**src/rtl/nlf_pkg.sv**
```systemverilog
// Shared types and constants of the newline line framer.
// No dependencies.
package nlf_pkg;

  localparam int LINE_BYTES = 64;
  localparam int POS_W      = $clog2(LINE_BYTES);
  localparam int LEN_W      = 6;
  localparam int QDEPTH     = 4;
  localparam int QPTR_W     = $clog2(QDEPTH);
  localparam int QCNT_W     = QPTR_W + 1;

  localparam logic [7:0] CHAR_CR = 8'h0D;
  localparam logic [7:0] CHAR_LF = 8'h0A;

  localparam logic OP_BYTE   = 1'b0;
  localparam logic OP_RESYNC = 1'b1;

  localparam logic CMD_STORE = 1'b0;
  localparam logic CMD_EMIT  = 1'b1;

  typedef struct packed {
    logic       operation;
    logic [7:0] data_byte;
  } lfr_in_t;

  typedef struct packed {
    logic [7:0]       line_byte;
    logic [LEN_W-1:0] line_length;
    logic             last;
  } lfr_out_t;

  // pos holds the store address for a store, the line length for an emit
  typedef struct packed {
    logic             kind;
    logic [7:0]       data;
    logic [POS_W-1:0] pos;
  } nlf_cmd_t;

  typedef struct packed {
    logic     push;
    nlf_cmd_t cmd;
  } nlf_push_t;

  typedef struct packed {
    logic     empty;
    logic     full;
    nlf_cmd_t head;
  } nlf_qstat_t;

endpackage

```
**src/rtl/nlf_front.sv**
```systemverilog
// Front end: accepts input words, tracks line position and drain flag,
// and issues store/emit commands. Depends on nlf_pkg.
module nlf_front (
  input  logic               clk,
  input  logic               rst_n,
  input  logic               in_valid,
  output logic               in_ready,
  input  nlf_pkg::lfr_in_t   in_data,
  input  logic               cfg_valid,
  input  logic               cfg_data,
  input  logic               q_full,
  output nlf_pkg::nlf_push_t q_push
);
  import nlf_pkg::*;

  logic [POS_W-1:0] pos_r, pos_nxt;
  logic             drain_r, drain_nxt;
  logic             sink_r;
  logic             acc;

  assign in_ready = !q_full;
  assign acc      = in_valid && in_ready;

  always_comb begin
    pos_nxt        = pos_r;
    drain_nxt      = drain_r;
    q_push.push    = 1'b0;
    q_push.cmd     = '0;
    q_push.cmd.data = in_data.data_byte;
    if (acc) begin
      if (in_data.operation == OP_RESYNC) begin
        pos_nxt   = '0;
        drain_nxt = 1'b0;
      end else if (in_data.data_byte == CHAR_CR) begin
        pos_nxt = pos_r;
      end else if (in_data.data_byte == CHAR_LF) begin
        if (!drain_r && sink_r && pos_r != '0) begin
          q_push.push     = 1'b1;
          q_push.cmd.kind = CMD_EMIT;
          q_push.cmd.pos  = pos_r;
        end
        pos_nxt   = '0;
        drain_nxt = 1'b0;
      end else if (!drain_r) begin
        if (pos_r == POS_W'(LINE_BYTES - 1)) begin
          pos_nxt   = '0;
          drain_nxt = 1'b1;
        end else begin
          q_push.push     = 1'b1;
          q_push.cmd.kind = CMD_STORE;
          q_push.cmd.pos  = pos_r;
          pos_nxt         = pos_r + POS_W'(1);
        end
      end
    end
  end

  always_ff @(posedge clk) begin
    if (!rst_n) begin
      pos_r   <= '0;
      drain_r <= 1'b0;
      sink_r  <= 1'b0;
    end else begin
      pos_r   <= pos_nxt;
      drain_r <= drain_nxt;
      if (cfg_valid) sink_r <= cfg_data;
    end
  end

endmodule

```
**src/rtl/nlf_queue.sv**
```systemverilog
// Small command queue between front and back ends.
// Depends on nlf_pkg.
module nlf_queue (
  input  logic                clk,
  input  logic                rst_n,
  input  nlf_pkg::nlf_push_t  q_push,
  input  logic                q_pop,
  output nlf_pkg::nlf_qstat_t q_stat
);
  import nlf_pkg::*;

  nlf_cmd_t          ent_r [QDEPTH];
  logic [QPTR_W-1:0] wr_r, rd_r;
  logic [QCNT_W-1:0] cnt_r, cnt_nxt;
  logic              do_pop;

  assign q_stat.empty = (cnt_r == '0);
  assign q_stat.full  = (cnt_r == QCNT_W'(QDEPTH));
  assign q_stat.head  = ent_r[rd_r];
  assign do_pop       = q_pop && !q_stat.empty;

  always_comb begin
    cnt_nxt = cnt_r;
    if (q_push.push && !do_pop) cnt_nxt = cnt_r + QCNT_W'(1);
    else if (!q_push.push && do_pop) cnt_nxt = cnt_r - QCNT_W'(1);
  end

  always_ff @(posedge clk) begin
    if (q_push.push) ent_r[wr_r] <= q_push.cmd;
  end

  always_ff @(posedge clk) begin
    if (!rst_n) begin
      wr_r  <= '0;
      rd_r  <= '0;
      cnt_r <= '0;
    end else begin
      cnt_r <= cnt_nxt;
      if (q_push.push) wr_r <= wr_r + QPTR_W'(1);
      if (do_pop) rd_r <= rd_r + QPTR_W'(1);
    end
  end

endmodule

```
**src/rtl/nlf_back.sv**
```systemverilog
// Back end: owns the line store, executes store commands and streams
// completed lines out. Depends on nlf_pkg.
module nlf_back (
  input  logic                clk,
  input  logic                rst_n,
  input  nlf_pkg::nlf_qstat_t q_stat,
  output logic                q_pop,
  output logic                out_valid,
  input  logic                out_ready,
  output nlf_pkg::lfr_out_t   out_data
);
  import nlf_pkg::*;

  logic [7:0]       mem [LINE_BYTES];
  logic [7:0]       rd_q;
  logic             emit_r, emit_nxt;
  logic [POS_W-1:0] idx_r, idx_nxt;
  logic [POS_W-1:0] len_r, len_nxt;
  logic             is_last;
  logic             take;

  assign q_pop   = !emit_r && !q_stat.empty;
  assign is_last = (idx_r == len_r - POS_W'(1));
  assign take    = emit_r && out_ready;

  always_comb begin
    emit_nxt = emit_r;
    idx_nxt  = idx_r;
    len_nxt  = len_r;
    if (take) begin
      if (is_last) emit_nxt = 1'b0;
      else idx_nxt = idx_r + POS_W'(1);
    end else if (q_pop && q_stat.head.kind == CMD_EMIT) begin
      emit_nxt = 1'b1;
      idx_nxt  = '0;
      len_nxt  = q_stat.head.pos;
    end
  end

  // rd_q tracks the entry at idx_r while a line is streamed out
  always_ff @(posedge clk) begin
    if (q_pop && q_stat.head.kind == CMD_STORE) mem[q_stat.head.pos] <= q_stat.head.data;
    rd_q <= mem[idx_nxt];
  end

  always_ff @(posedge clk) begin
    if (!rst_n) begin
      emit_r <= 1'b0;
    end else begin
      emit_r <= emit_nxt;
    end
    idx_r <= idx_nxt;
    len_r <= len_nxt;
  end

  assign out_valid            = emit_r;
  assign out_data.line_byte   = rd_q;
  assign out_data.line_length = LEN_W'(len_r);
  assign out_data.last        = is_last;

endmodule

```
**src/rtl/newline_line_framer.sv**
```systemverilog
// Top level of the newline line framer: front end, command queue, back end.
// Depends on nlf_pkg, nlf_front, nlf_queue, nlf_back.
//
//   channel | dir | handshake          | word
//   in_     | in  | in_valid/in_ready   | lfr_in_t  {operation, data_byte}
//   out_    | out | out_valid/out_ready | lfr_out_t {line_byte, line_length, last}
//   cfg_    | in  | cfg_valid/cfg_ready | cfg_data = sink_enable
//
// Input: one word per cycle while the 4-entry command queue has room.
// Output: one line byte per cycle while out_ready is high, from the store's registered read port.
//   Between lines the queue drains one command per cycle; the output stays idle
//   while the emit pop and any store commands queued ahead of it are taken.
// A line being streamed out holds the queue, and in_ready drops once it fills.
// Synchronous active-low reset; no clearing pass, cfg_ready always high.
module newline_line_framer (
  input  logic              clk,
  input  logic              rst_n,
  input  logic              in_valid,
  output logic              in_ready,
  input  nlf_pkg::lfr_in_t  in_data,
  output logic              out_valid,
  input  logic              out_ready,
  output nlf_pkg::lfr_out_t out_data,
  input  logic              cfg_valid,
  output logic              cfg_ready,
  input  logic              cfg_data
);
  import nlf_pkg::*;

  nlf_push_t  q_push;
  nlf_qstat_t q_stat;
  logic       q_pop;

  assign cfg_ready = 1'b1;

  nlf_front u_front (
    .clk       (clk),
    .rst_n     (rst_n),
    .in_valid  (in_valid),
    .in_ready  (in_ready),
    .in_data   (in_data),
    .cfg_valid (cfg_valid && cfg_ready),
    .cfg_data  (cfg_data),
    .q_full    (q_stat.full),
    .q_push    (q_push)
  );

  nlf_queue u_queue (
    .clk    (clk),
    .rst_n  (rst_n),
    .q_push (q_push),
    .q_pop  (q_pop),
    .q_stat (q_stat)
  );

  nlf_back u_back (
    .clk       (clk),
    .rst_n     (rst_n),
    .q_stat    (q_stat),
    .q_pop     (q_pop),
    .out_valid (out_valid),
    .out_ready (out_ready),
    .out_data  (out_data)
  );

endmodule

```
**config.mk**
```make
export PLATFORM = sky130hd
export DESIGN_NAME = newline_line_framer
export DESIGN_NICKNAME = d
export VERILOG_FILES = /design/src/rtl/nlf_pkg.sv /design/src/rtl/nlf_front.sv /design/src/rtl/nlf_queue.sv /design/src/rtl/nlf_back.sv /design/src/rtl/newline_line_framer.sv
export SDC_FILE = /design/constraint.sdc
export NUM_CORES = 1
export LEC_CHECK = 0
export ABC_AREA = 1
export BUFFER_PORTS_ARGS = -buffer_cell sky130_fd_sc_hd__buf_2
export CAP_MARGIN = 40
export CORE_MARGIN = 5
export CORE_UTILIZATION = 30
export DETAILED_ROUTE_END_ITERATION = 16
export REMOVE_ABC_BUFFERS = 1
export SLEW_MARGIN = 20
export SYNTH_ARGS = -nofsm -noshare
export SYNTH_HDL_FRONTEND = slang
export SYNTH_SLANG_ARGS = --single-unit
```
**constraint.sdc**
```tcl
create_clock -name clk -period 10.16 [get_ports clk]
set_input_delay 1.524 -clock clk [delete_from_list [all_inputs] [get_ports clk]]
set_output_delay 1.524 -clock clk [all_outputs]
set_load 0.01 [all_outputs]
```
==> impl_metrics.tcl <==
set metrics [dict create \
    clock_sinks 610 \
    ir_worst_vdd_mv 0.166 \
    internal_power_w 0.00540 \
    dpl.hpwl_um 39700 \
    clock_power_share_pct 25.7 \
    async_flop_share_pct 0 \
    drive_above_1_share_pct 8.43 \
    hold_buffers 0 \
    die_h_um 308 \
    min_path_type "reg2reg" \
    synth-edff-count 578 \
    clock_path_buffers 3 \
    wl_met1_um 30600 \
    fmax_mhz 217 \
    top_layer "met4" \
    rsz0062_at_grt "false" \
    status "completed" \
    grt_util_all_layers_pct 14.2 \
    setup_viol 0 \
    wl_per_cell_um 18.1 \
    most-common-layout-cells "741 x nand2_1, 578 x edfxtp_1, 486 x nand3_1" \
    grt_max_degree 131 \
    finalCritPeriodShare_pct 45.4 \
    cp.required_ns 10.66 \
    vias 17800 \
    htreeDepth 2 \
    dieArea_um2 94600 \
    drtIter0Drc 1977 \
    whs_ns 0.476 \
    synth_mux_area_share_pct 0 \
    yosysWarnings 0 \
    syn_area_um2 26600 \
    final_hold_viol_count 0 \
    synthSimpleGateAreaFrac_pct 22.1 \
    ys_seq_elements 610 \
    cts_tree "built" \
    num_antenna_cells 0 \
    nets 2610 \
    initial_core_util_pct 30.1 \
    combPwrFrac_pct 35.3 \
    root_buffer "clkbuf_16" \
    register_area_um2 18000 \
    place.gp.congestion 0.807 \
    syn_avg_cell_area_um2 10.4 \
    path_clk_slew_ns 0.06 \
    wl_met3_um 5580 \
    areaGrowthSynthToFinish_pct 13.7 \
    fin_util_pct 34.3 \
    port_buffers 31 \
    worst-setup-path-type "reg2reg" \
    min_period_ns 4.61 \
    multiInputGateArea_um2 6640 \
    synth_top_family_by_area "simple AND/OR/NAND/NOR gates" \
    dp.cells 3674 \
    relSlewSlack_pct 38.3 \
    critPathMaxFanout 115 \
    grt_pass1_vias 16900 \
    core.rowCount 109 \
    yosysSeqAreaShare_pct 67.8 \
    tightestPinTransition_ns 0.926 \
    finalMaxSlewViolations 0 \
    die_w_um 308 \
    cts-buffers-inserted 59 \
    p_sw_w 0.00330 \
    routed_wl_um 68800 \
    synth_compound_area_share_pct 1.60 \
    power.density_nw_per_um2 288 \
    fin_skew_ns 0.0158 \
    max_cap_violations 0 \
    core_region_area_um2 88100 \
    pwr-share-seq_pct 39.0 \
    tns_ns 0 \
    synthFlopType "edfxtp_1" \
    syn_inst 2554 \
    antenna_found_initial 0 \
    cp-start-kind "register" \
    clk_latency_ns 0.62 \
    grt_first_pass_wirelength_um 105000 \
    ys_types 40 \
    grt.overflow.total 0 \
    ant_nets 0 \
    io_pins 33 \
    power.leakage_nw 11.9 \
    dr.pass1.iters 5 \
    drc 0 \
    vias_per_cell 4.68 \
    wl_met2_um 31200 \
    swShare_pct 37.9 \
    critPathArrivalTime_ns 5.11 \
    post_cts_buffers 0 \
    layout_commonest_cell "nand2_1" \
    fillers 8769 \
    yosys.area_share.adder_pct 0.499 \
    critPathCaptureType "register" \
    cts_resized 0 \
    synthXorXnorAreaFrac_pct 0.193 \
    instances_no_fill 3799 \
]
## routing by layer
layer | up-vias | track usage, %
met5 | - | 0
met1 | 8511 | 20.1
met4 | 0 | 3.52
met2 | 634 | 22.2
met3 | 105 | 3.23
li1 | 8512 | -
## synthesized netlist by cell type, drive strengths merged, types with 2 or more instances
cell type  count  area, µm²
nor3           4       20.0
ha             9        113
nor4           3       18.8
nor2         127        489
a21oi         21        105
buf          110        698
a211oi         2       15.0
nand4          3       18.8
o21ai         35        186
dfxtp         32        641
a32oi          6       52.6
xor2           4       42.6
o22ai          8       50.1
edfxtp       578      17400
nand2        747       2830
clkbuf        19       71.3
or2            2       12.5
nand3        490       2470
inv          347       1300
## cell type report
class	count	share of cell area [%]
well taps	1165	4.83
multi-input cells	1467	22.0
repair buffers	99	2.78
inverters	348	4.33
clock buffers	86	5.53
clock inverters	24	0.904
flip-flops and latches	610	59.6
## flip-flops by register name, indices dropped and copies added, names as in the netlist, 3 cells and up, named ones only
name and cells:
u_queue.cnt_r 3, u_queue.ent_r 60, u_back.idx_r 6, u_back.len_r 6
u_front.pos_r 6, u_back.rd_q 8, u_back.mem 512
## critical path, stage by stage (launching register included)
cell and delay, ns:
dfxtp_1 0.30, buf_4 0.29, inv_1 0.13, buf_8 0.19, nand2_1 0.08, nand3_1 0.07, nand2_1 0.16, nor2_4 0.11
nor2_1 0.17, inv_1 0.08, nand2_2 0.06, buf_4 0.51, nand2_8 0.57, buf_4 0.49, buf_16 0.26, nand2_1 0.11
nand2_1 0.06, nand2_1 0.06, nand3_1 0.13, nand3_1 0.13, nand3_1 0.12, nand3_1 0.10, nand2_1 0.06
## cells by family after synthesis
family | after synthesis
and+or+nand+nor | 1377
DFF | 610
buffers and inverters | 477
AOI/OAI and AO/OA | 74
adders and majority gates | 10
xor gates and xnor gates | 5
other | 1
## path summary, 6_finish.rpt
kind / start / to / slack, ns / cells past startpoint
worst max-delay path: register / u_back.rd_q[1]$_DFF_P_ / 5.55 / 22
worst min-delay path: u_queue.rd_r[0]$_SDFFE_PN0P_ / u_queue.rd_r[0]$_SDFFE_PN0P_ / 0.48 / 1
worst max register to register: register / u_back.rd_q[1]$_DFF_P_ / 5.55 / 22
worst min register to register: u_queue.rd_r[0]$_SDFFE_PN0P_ / u_queue.rd_r[0]$_SDFFE_PN0P_ / 0.48 / 1
## per-stage QoR
step	power, W	instance area [µm²]	worst slack, ns
finish	0.00870	30200	5.55
global route	0.00915	30200	5.28
CTS	0.00869	30000	5.30
detailed placement	0.00646	28100	5.26
global placement	0.00638	27800	5.19
floorplan	0.00533	25800	3.57
## power by group through the flow
| stage | sequential (W) | combinational, W | clock, W |
|---|---|---|---|
| global placement | 0.00346 | 0.00292 | 0 |
| floorplan | 0.00348 | 0.00185 | 0 |
| finish | 0.00339 | 0.00307 | 0.00224 |
| detailed placement | 0.00345 | 0.00301 | 0 |
| global route | 0.00340 | 0.00336 | 0.00239 |
| CTS | 0.00340 | 0.00302 | 0.00227 |
Power figures use the tool's default switching activity.
